<file path="config.mk">
export PLATFORM = sky130hd
export DESIGN_NAME = hsv_to_rgb_pixel_core
export DESIGN_NICKNAME = d
export VERILOG_FILES = /design/src/hw/rtl/hsv2rgb_pkg.sv /design/src/hw/rtl/hsv_to_rgb_pixel_core.sv /design/src/hw/rtl/hsv2rgb_cdiv.sv
export SDC_FILE = /design/constraint.sdc
export NUM_CORES = 2
export LEC_CHECK = 0
export CAP_MARGIN = 10
export CORE_AREA = 2 2 288 290
export DETAILED_ROUTE_END_ITERATION = 7
export DIE_AREA = 0 0 290 292
export DONT_BUFFER_PORTS = 1
export GPL_TIMING_DRIVEN = 0
export HOLD_SLACK_MARGIN = 0.03
export PLACE_DENSITY = 0.79
export REMOVE_ABC_BUFFERS = 1
export SYNTH_ARGS = -nofsm -noshare
export SYNTH_HDL_FRONTEND = slang
export SYNTH_SLANG_ARGS = --single-unit
export TNS_END_PERCENT = 100
</file>
<file path="constraint.sdc">
create_clock -name clk -period 17.4 [get_ports clk]
set_input_delay 0.87 -clock clk [delete_from_list [all_inputs] [get_ports clk]]
set_output_delay 0.87 -clock clk [all_outputs]
set_load 0.005 [all_outputs]
</file>
<file path="src/hw/rtl/hsv2rgb_pkg.sv">
// Shared types and constants for the HSV to RGB pixel core.
// No dependencies.
`timescale 1ns / 1ps
`default_nettype none

package hsv2rgb_pkg;

    localparam int HUE_W    = 15;
    localparam int CH_W     = 8;
    localparam int PACK_W   = 3 * CH_W;
    localparam int CHAN_MAX = 255;
    localparam int SECT_DEG = 60;
    localparam int NUM_SECT = 6;

    // Hue sector; anything past the sixth sector renders black.
    typedef enum logic [2:0] {
        SEC_0     = 3'd0,
        SEC_1     = 3'd1,
        SEC_2     = 3'd2,
        SEC_3     = 3'd3,
        SEC_4     = 3'd4,
        SEC_5     = 3'd5,
        SEC_BLACK = 3'd6
    } sector_t;

    typedef struct packed {
        sector_t          sector;
        logic [CH_W-1:0]  val;
    } side_t;

endpackage

`default_nettype wire

</file>
<file path="src/hw/rtl/hsv_to_rgb_pixel_core.sv">
// HSV to RGB pixel converter, top level.
// Depends on hsv2rgb_pkg and hsv2rgb_cdiv.
`timescale 1ns / 1ps
`default_nettype none

// Usage
//   Request channel: drive hue, saturation and brightness and pulse start.
//   A request is taken at every rising edge with start high and busy low.
//   busy is held low: the core takes one pixel per clock, every clock.
//   Hue is in 1/2^HUE_FRAC_BITS degree units; saturation and brightness are
//   fractions over 255. Hue of 360 degrees or more yields black.
//   Result channel: done is high for exactly one cycle with red, green,
//   blue and packed_color (red in the top byte) valid in that cycle.
//   Pipeline: a request passes 7 register stages on its way to done and
//   the output registers:
//     1 sector split, 2 saturation products, 3 level numerators,
//     4..6 constant dividers (reciprocal multiply, back multiply, fix-up),
//     7 channel select into the output registers.
//   Throughput: one pixel per clock, fixed; set by the fully pipelined
//   datapath (no path in a stage goes through more than one multiplier).
//   Results arrive in request order; the receiver cannot stall, so
//   nothing is held back and no request is ever refused.
//   Reset (rst_n low, async) drops all in-flight requests and clears done.
module hsv_to_rgb_pixel_core #(
    parameter int HUE_FRAC_BITS = 6
) (
    input  wire logic                           clk,
    input  wire logic                           rst_n,
    input  wire logic                           start,
    output logic                                busy,
    input  wire logic [hsv2rgb_pkg::HUE_W-1:0]  hue,
    input  wire logic [hsv2rgb_pkg::CH_W-1:0]   saturation,
    input  wire logic [hsv2rgb_pkg::CH_W-1:0]   brightness,
    output logic                                done,
    output logic [hsv2rgb_pkg::CH_W-1:0]        red,
    output logic [hsv2rgb_pkg::CH_W-1:0]        green,
    output logic [hsv2rgb_pkg::CH_W-1:0]        blue,
    output logic [hsv2rgb_pkg::PACK_W-1:0]      packed_color
);
    import hsv2rgb_pkg::*;

    // 60 degrees in hue units, and the q/t denominator 255 * span
    localparam int SPAN   = SECT_DEG << HUE_FRAC_BITS;
    localparam int REM_W  = $clog2(SPAN);
    localparam int DEN    = CHAN_MAX * SPAN;
    localparam int DEN_W  = $clog2(DEN + 1);
    localparam int NUM_W  = DEN_W + CH_W;
    localparam int PN_W   = 2 * CH_W;
    localparam int ENDV   = NUM_SECT * SPAN;
    localparam int CMP_W  = ($clog2(ENDV + 1) > HUE_W) ? $clog2(ENDV + 1) : HUE_W;
    localparam int DIV_LAT = 3;

    // valid per stage: 1..3 front end, 4..6 dividers
    logic [5:0] vld_reg;

    // stage 1: sector split
    sector_t          sec1_reg;
    logic [REM_W-1:0] rem1_reg;
    logic [CH_W-1:0]  sat1_reg;
    logic [CH_W-1:0]  val1_reg;

    // stage 2: saturation products
    logic [DEN_W-1:0] aq2_reg;
    logic [DEN_W-1:0] at2_reg;
    logic [PN_W-1:0]  pn2_reg;
    side_t            side2_reg;

    // stage 3: numerators into the dividers
    logic [NUM_W-1:0] nq3_reg;
    logic [NUM_W-1:0] nt3_reg;
    logic [PN_W-1:0]  pn3_reg;
    side_t            side3_reg;

    // sideband delay across the divider pipeline
    side_t            side_dly_reg [DIV_LAT];

    // output stage
    logic             done_reg;
    logic [CH_W-1:0]  red_reg;
    logic [CH_W-1:0]  green_reg;
    logic [CH_W-1:0]  blue_reg;

    sector_t          sec1_next;
    logic [REM_W-1:0] rem1_next;
    logic [CMP_W-1:0] hue_ext;
    logic [CMP_W-1:0] base;
    logic [CMP_W-1:0] diff;
    logic [DEN_W-1:0] aq2_next;
    logic [DEN_W-1:0] at2_next;
    logic [PN_W-1:0]  pn2_next;
    logic [NUM_W-1:0] nq3_next;
    logic [NUM_W-1:0] nt3_next;
    logic [CH_W-1:0]  q_lvl;
    logic [CH_W-1:0]  t_lvl;
    logic [CH_W-1:0]  p_lvl;
    logic [CH_W-1:0]  red_next;
    logic [CH_W-1:0]  green_next;
    logic [CH_W-1:0]  blue_next;
    side_t            side_out;

    // Sector by parallel compares against multiples of the span.
    always_comb
    begin
        hue_ext   = CMP_W'(hue);
        sec1_next = SEC_0;
        base      = '0;
        for (int k = 1; k < NUM_SECT; k++)
        begin
            if (hue_ext >= CMP_W'(k * SPAN))
            begin
                sec1_next = sector_t'(3'(k));
                base      = CMP_W'(k * SPAN);
            end
        end
        if (hue_ext >= CMP_W'(ENDV))
        begin
            sec1_next = SEC_BLACK;
        end
        diff      = hue_ext - base;
        rem1_next = diff[REM_W-1:0];
    end

    always_comb
    begin
        aq2_next = DEN_W'(rem1_reg) * DEN_W'(sat1_reg);
        at2_next = (DEN_W'(SPAN) - DEN_W'(rem1_reg)) * DEN_W'(sat1_reg);
        pn2_next = PN_W'(val1_reg) * (PN_W'(CHAN_MAX) - PN_W'(sat1_reg));
        nq3_next = NUM_W'(side2_reg.val) * (NUM_W'(DEN) - NUM_W'(aq2_reg));
        nt3_next = NUM_W'(side2_reg.val) * (NUM_W'(DEN) - NUM_W'(at2_reg));
    end

    hsv2rgb_cdiv #(
        .DIVISOR (DEN),
        .NUM_W   (NUM_W)
    ) u_div_q (
        .clk (clk),
        .num (nq3_reg),
        .quo (q_lvl)
    );

    hsv2rgb_cdiv #(
        .DIVISOR (DEN),
        .NUM_W   (NUM_W)
    ) u_div_t (
        .clk (clk),
        .num (nt3_reg),
        .quo (t_lvl)
    );

    hsv2rgb_cdiv #(
        .DIVISOR (CHAN_MAX),
        .NUM_W   (PN_W)
    ) u_div_p (
        .clk (clk),
        .num (pn3_reg),
        .quo (p_lvl)
    );

    // Per-sector channel routing.
    always_comb
    begin
        side_out = side_dly_reg[DIV_LAT-1];
        case (side_out.sector)
            SEC_0:
            begin
                red_next = side_out.val; green_next = t_lvl; blue_next = p_lvl;
            end
            SEC_1:
            begin
                red_next = q_lvl; green_next = side_out.val; blue_next = p_lvl;
            end
            SEC_2:
            begin
                red_next = p_lvl; green_next = side_out.val; blue_next = t_lvl;
            end
            SEC_3:
            begin
                red_next = p_lvl; green_next = q_lvl; blue_next = side_out.val;
            end
            SEC_4:
            begin
                red_next = t_lvl; green_next = p_lvl; blue_next = side_out.val;
            end
            SEC_5:
            begin
                red_next = side_out.val; green_next = p_lvl; blue_next = q_lvl;
            end
            default:
            begin
                red_next = '0; green_next = '0; blue_next = '0;
            end
        endcase
    end

    // control
    always_ff @(posedge clk or negedge rst_n)
    begin
        if (!rst_n)
        begin
            vld_reg  <= '0;
            done_reg <= 1'b0;
        end
        else
        begin
            vld_reg  <= {vld_reg[4:0], start};
            done_reg <= vld_reg[5];
        end
    end

    // datapath, no reset
    always_ff @(posedge clk)
    begin
        sec1_reg         <= sec1_next;
        rem1_reg         <= rem1_next;
        sat1_reg         <= saturation;
        val1_reg         <= brightness;

        aq2_reg          <= aq2_next;
        at2_reg          <= at2_next;
        pn2_reg          <= pn2_next;
        side2_reg.sector <= sec1_reg;
        side2_reg.val    <= val1_reg;

        nq3_reg          <= nq3_next;
        nt3_reg          <= nt3_next;
        pn3_reg          <= pn2_reg;
        side3_reg        <= side2_reg;

        side_dly_reg[0]  <= side3_reg;
        for (int i = 1; i < DIV_LAT; i++)
        begin
            side_dly_reg[i] <= side_dly_reg[i-1];
        end

        red_reg          <= red_next;
        green_reg        <= green_next;
        blue_reg         <= blue_next;
    end

    assign busy         = 1'b0;
    assign done         = done_reg;
    assign red          = red_reg;
    assign green        = green_reg;
    assign blue         = blue_reg;
    assign packed_color = {red_reg, green_reg, blue_reg};

endmodule

`default_nettype wire

</file>
<file path="src/hw/rtl/hsv2rgb_cdiv.sv">
// Pipelined divide by a constant: reciprocal multiply plus one correction step.
// Quotient must fit in CH_W bits. Depends on hsv2rgb_pkg.
`timescale 1ns / 1ps
`default_nettype none

module hsv2rgb_cdiv #(
    parameter int unsigned DIVISOR = 255,
    parameter int unsigned NUM_W   = 16
) (
    input  wire logic                        clk,
    input  wire logic [NUM_W-1:0]            num,
    output logic [hsv2rgb_pkg::CH_W-1:0]     quo
);
    import hsv2rgb_pkg::*;

    // floor(2^NUM_W / DIVISOR): estimate is never high and at most one low
    localparam longint unsigned RECIP = (longint'(1) << NUM_W) / DIVISOR;
    localparam int RCP_W  = $clog2(RECIP + 1);
    localparam int PROD_W = NUM_W + RCP_W;

    logic [PROD_W-1:0] prod_reg;
    logic [NUM_W-1:0]  num1_reg;
    logic [NUM_W-1:0]  num2_reg;
    logic [CH_W-1:0]   est_reg;
    logic [NUM_W-1:0]  back_reg;
    logic [CH_W-1:0]   quo_reg;

    logic [PROD_W-1:0] prod_next;
    logic [CH_W-1:0]   est_next;
    logic [NUM_W-1:0]  back_next;
    logic [NUM_W-1:0]  resid;
    logic [CH_W-1:0]   quo_next;

    always_comb
    begin
        prod_next = PROD_W'(num) * PROD_W'(RECIP);
        est_next  = prod_reg[NUM_W +: CH_W];
        back_next = NUM_W'(est_next) * NUM_W'(DIVISOR);
        resid     = num2_reg - back_reg;
        quo_next  = est_reg + CH_W'(resid >= NUM_W'(DIVISOR));
    end

    always_ff @(posedge clk)
    begin
        prod_reg <= prod_next;
        num1_reg <= num;
        est_reg  <= est_next;
        back_reg <= back_next;
        num2_reg <= num1_reg;
        quo_reg  <= quo_next;
    end

    assign quo = quo_reg;

endmodule

`default_nettype wire
</file>
==> key figures <==
Worst setup path
  • Kind of critical path: reg -> reg
  • Startpoint types: register
  • Worst r2r path cells: 25
  • Critical path's most frequent cell: inv_1
  • Worst path max stage delay: 0.57 ns
  • Critical Path Sink Type: register
  • WP data arrival: 7.56 ns
  • Slowest CP cell: fa_1
  • Critical Path RT: 17.92 ns
  • CP max FO: 14
  • Worst R2R Setup Slack: 10.36 ns

Logic synthesis
  • Most common cell in the netlist: inv_1
  • Register area share after synthesis: 21.33%
  • Top cell type's share of synthesized area: 25.02%
  • Top cells by area, synth: fa_1, dfxtp_1, ha_1
  • Post-synthesis cell count: 4774
  • Cell variety after synth: 78
  • Synth Flop Type: dfxtp_1
  • Mapped cell area: 44640 µm²
  • Post-synth EDFFs: 0
  • Number of synthesized register bits: 474
  • Synth top cells by count: inv_1, ha_1, fa_1
  • Ys async rst share: 1.477%
  • Yosys top cell by area: fa_1
  • Avg Inst Size Synth: 9.351 µm²
  • Ys Warns: 0

Detailed routing
  • Aggregate routed wire length: 83.90 mm
  • DR vias: 30112
  • WL/cell: 14.38 µm
  • Initial DRC count: 1321
  • Vias per cell: 5.160
  • Remaining antenna violation count: 0
  • Residual DRC count: 0
  • Initial DRT Pass Iterations: 6

Clock network
  • Clock Tree Root: clkbuf_16
  • Skew-Pair Late Insertion Delay: 0.65 ns
  • Clock Pin Slew Worst Setup and Hold Paths: 0.06 ns
  • Num CTS Buffers: 53
  • Longest Clk Path Bufs: 3
  • Cts repair resizes: 0
  • H-tree Lvls: 2
  • CTS tree: done
  • Sinks on Clock Net: 474

Cells and area
  • Largest register FFs: 33
  • Antenna diodes: 0
  • Share of cells above drive strength 1: 3.126%
  • Final core utilization: 58.45%
  • Layout area overhead: 6.813%
  • Number of fill cells in the layout: 6725
  • Nets: 5927

GRT
  • First-pass GRT wire length: 146.2 mm
  • Vias in the first global route: 31583
  • Initial antenna violation count: 3
  • Remaining global-route overflow: 0
  • Largest net degree at the start of global routing: 58
  • All-Layer GR Usage: 20.46%

STA
  • Worst setup margin: 10.36 ns
  • Final slew viol count: 0
  • F_max: 142.1 MHz
  • Fin. Hold Viols: 0
  • Setup TNS: 0 ns
  • Setup-failing EPs final: 0
  • Skew final: 0.06585 ns
  • Unrepaired setup endpoints after global routing: false
  • Worst relative slew slack: 15.19%
  • Worst Tran Pin Value: 1.270 ns
  • Minimum clock period: 7.039 ns
  • Final period util: 40.46%

Flow run
  • Max Cap Viol: 0

Floorplan
  • Die H: 292 µm
  • IO Count: 84
  • Die outline width: 290 µm
  • Core area: 81580 µm²
  • Row Count: 105
  • Initial Utilization: 54.72%
  • Die area: 84680 µm²

Hold path
  • Hold Path Depth: 0
  • Worst Hold Class: in -> reg

Placement
  • IO buf count: 0
  • Post-detail-place hpwl: 66.68 mm
  • Setup WS pre-CTS: 10.43 ns
  • GPL Wtd Cong: 0.8837

Outcome
  • Status: finished, final reports clean
worst max-delay path, delay by kind of cell (launching register included):
| kind | cells | cell delay, ns |
|---|---|---|
| xor+xnor | 2 | 0.73 |
| simple gates | 4 | 0.69 |
| compound gates | 8 | 1.99 |
| fa+ha+maj | 6 | 2.63 |
| flops | 1 | 0.48 |
| buf+inv | 5 | 0.43 |
kinds of logic after synthesis:
| group | synth area share (%) |
|---|---|
| fa+ha+maj | 42.20 |
| other cells | 0.008400 |
| flops | 21.33 |
| xor+xnor | 4.591 |
| simple gates | 12.79 |
| mux | 0.8997 |
| buf+inv | 10.14 |
| compound gates | 8.030 |
routing by layer:
| metal | vias to the layer above | wire length, µm | global-route usage [%] |
|---|---|---|---|
| li1 | 14864 | - | - |
| met1 | 14585 | 38790 | 27.07 |
| met2 | 553 | 39730 | 35.16 |
| met3 | 110 | 3452 | 2.649 |
| met4 | 0 | 1928 | 5.971 |
| met5 | - | 0 | 0 |
what timing repair did:
action,CTS,global route
endpoints found under the hold margin,7,0
setup buffers,0,0
hold buffers,1,0
per-stage QoR:
stage               hold WS (ns)  instances  cell area, µm²
floorplan                 0.3096       4657           44110
global placement          0.3097       5727           45450
detailed placement        0.3121       5728           45480
CTS                       0.2066       5828           47460
global route              0.2117       5836           47680
finish                    0.2546       5836           47680
final cells by class:
| class | count | area [µm²] | area share [%] |
|---|---|---|---|
| clock buffer | 66 | 1475 | 3.094 |
| sequential | 474 | 9534 | 19.99 |
| inverter | 1064 | 3994 | 8.376 |
| tap | 1070 | 1339 | 2.808 |
| timing repair buffer | 10 | 257.7 | 0.5405 |
| clock inverter | 33 | 493.0 | 1.034 |
| multi-input combinational | 3119 | 30590 | 64.15 |
worst paths after layout:
kind                                     from                  end
max                                at2_reg[0]          nt3_reg[27]
max in group asynchronous               rst_n           vld_reg[3]
min reg2reg                side_dly_reg[0][5]  side_dly_reg[0][16]
max reg2reg                        at2_reg[0]          nt3_reg[27]
min in group asynchronous               rst_n           vld_reg[2]
min                                     start           vld_reg[0]
cells in the final DEF, fill, tap and decap left out, types with 9 or more instances in the layout:
| master | Yosys | layout |
|---|---|---|
| fa_1 | 558 | 558 |
| o31a_1 | 14 | 14 |
| and3_1 | 24 | 24 |
| a21oi_1 | 134 | 134 |
| mux2i_1 | 30 | 30 |
| clkbuf_16 | 0 | 53 |
| a21o_1 | 38 | 38 |
| nand4_1 | 16 | 16 |
| xnor2_1 | 149 | 149 |
| xor2_1 | 80 | 80 |
| nand3_1 | 49 | 49 |
| o22ai_1 | 14 | 14 |
| mux2_2 | 9 | 9 |
| a21boi_0 | 14 | 14 |
| a31oi_1 | 14 | 14 |
| a211oi_1 | 18 | 18 |
| nand2_1 | 389 | 389 |
| o21a_1 | 34 | 34 |
| clkbuf_8 | 0 | 10 |
| or2_2 | 11 | 11 |
| nor3_1 | 47 | 47 |
| inv_1 | 1064 | 1064 |
| and2_1 | 275 | 275 |
| nand2b_1 | 48 | 48 |
| dfxtp_1 | 467 | 459 |
| or3_1 | 21 | 21 |
| nor2_1 | 139 | 139 |
| nor2b_1 | 79 | 79 |
| o21bai_1 | 11 | 11 |
| o31ai_1 | 14 | 14 |
| o211ai_1 | 16 | 16 |
| buf_16 | 0 | 9 |
| ha_1 | 613 | 613 |
| o21ai_0 | 126 | 126 |
Power is left out: the tool's default activity adds up to more than one toggle a clock period on the data nets, which glitch-free logic cannot reach.
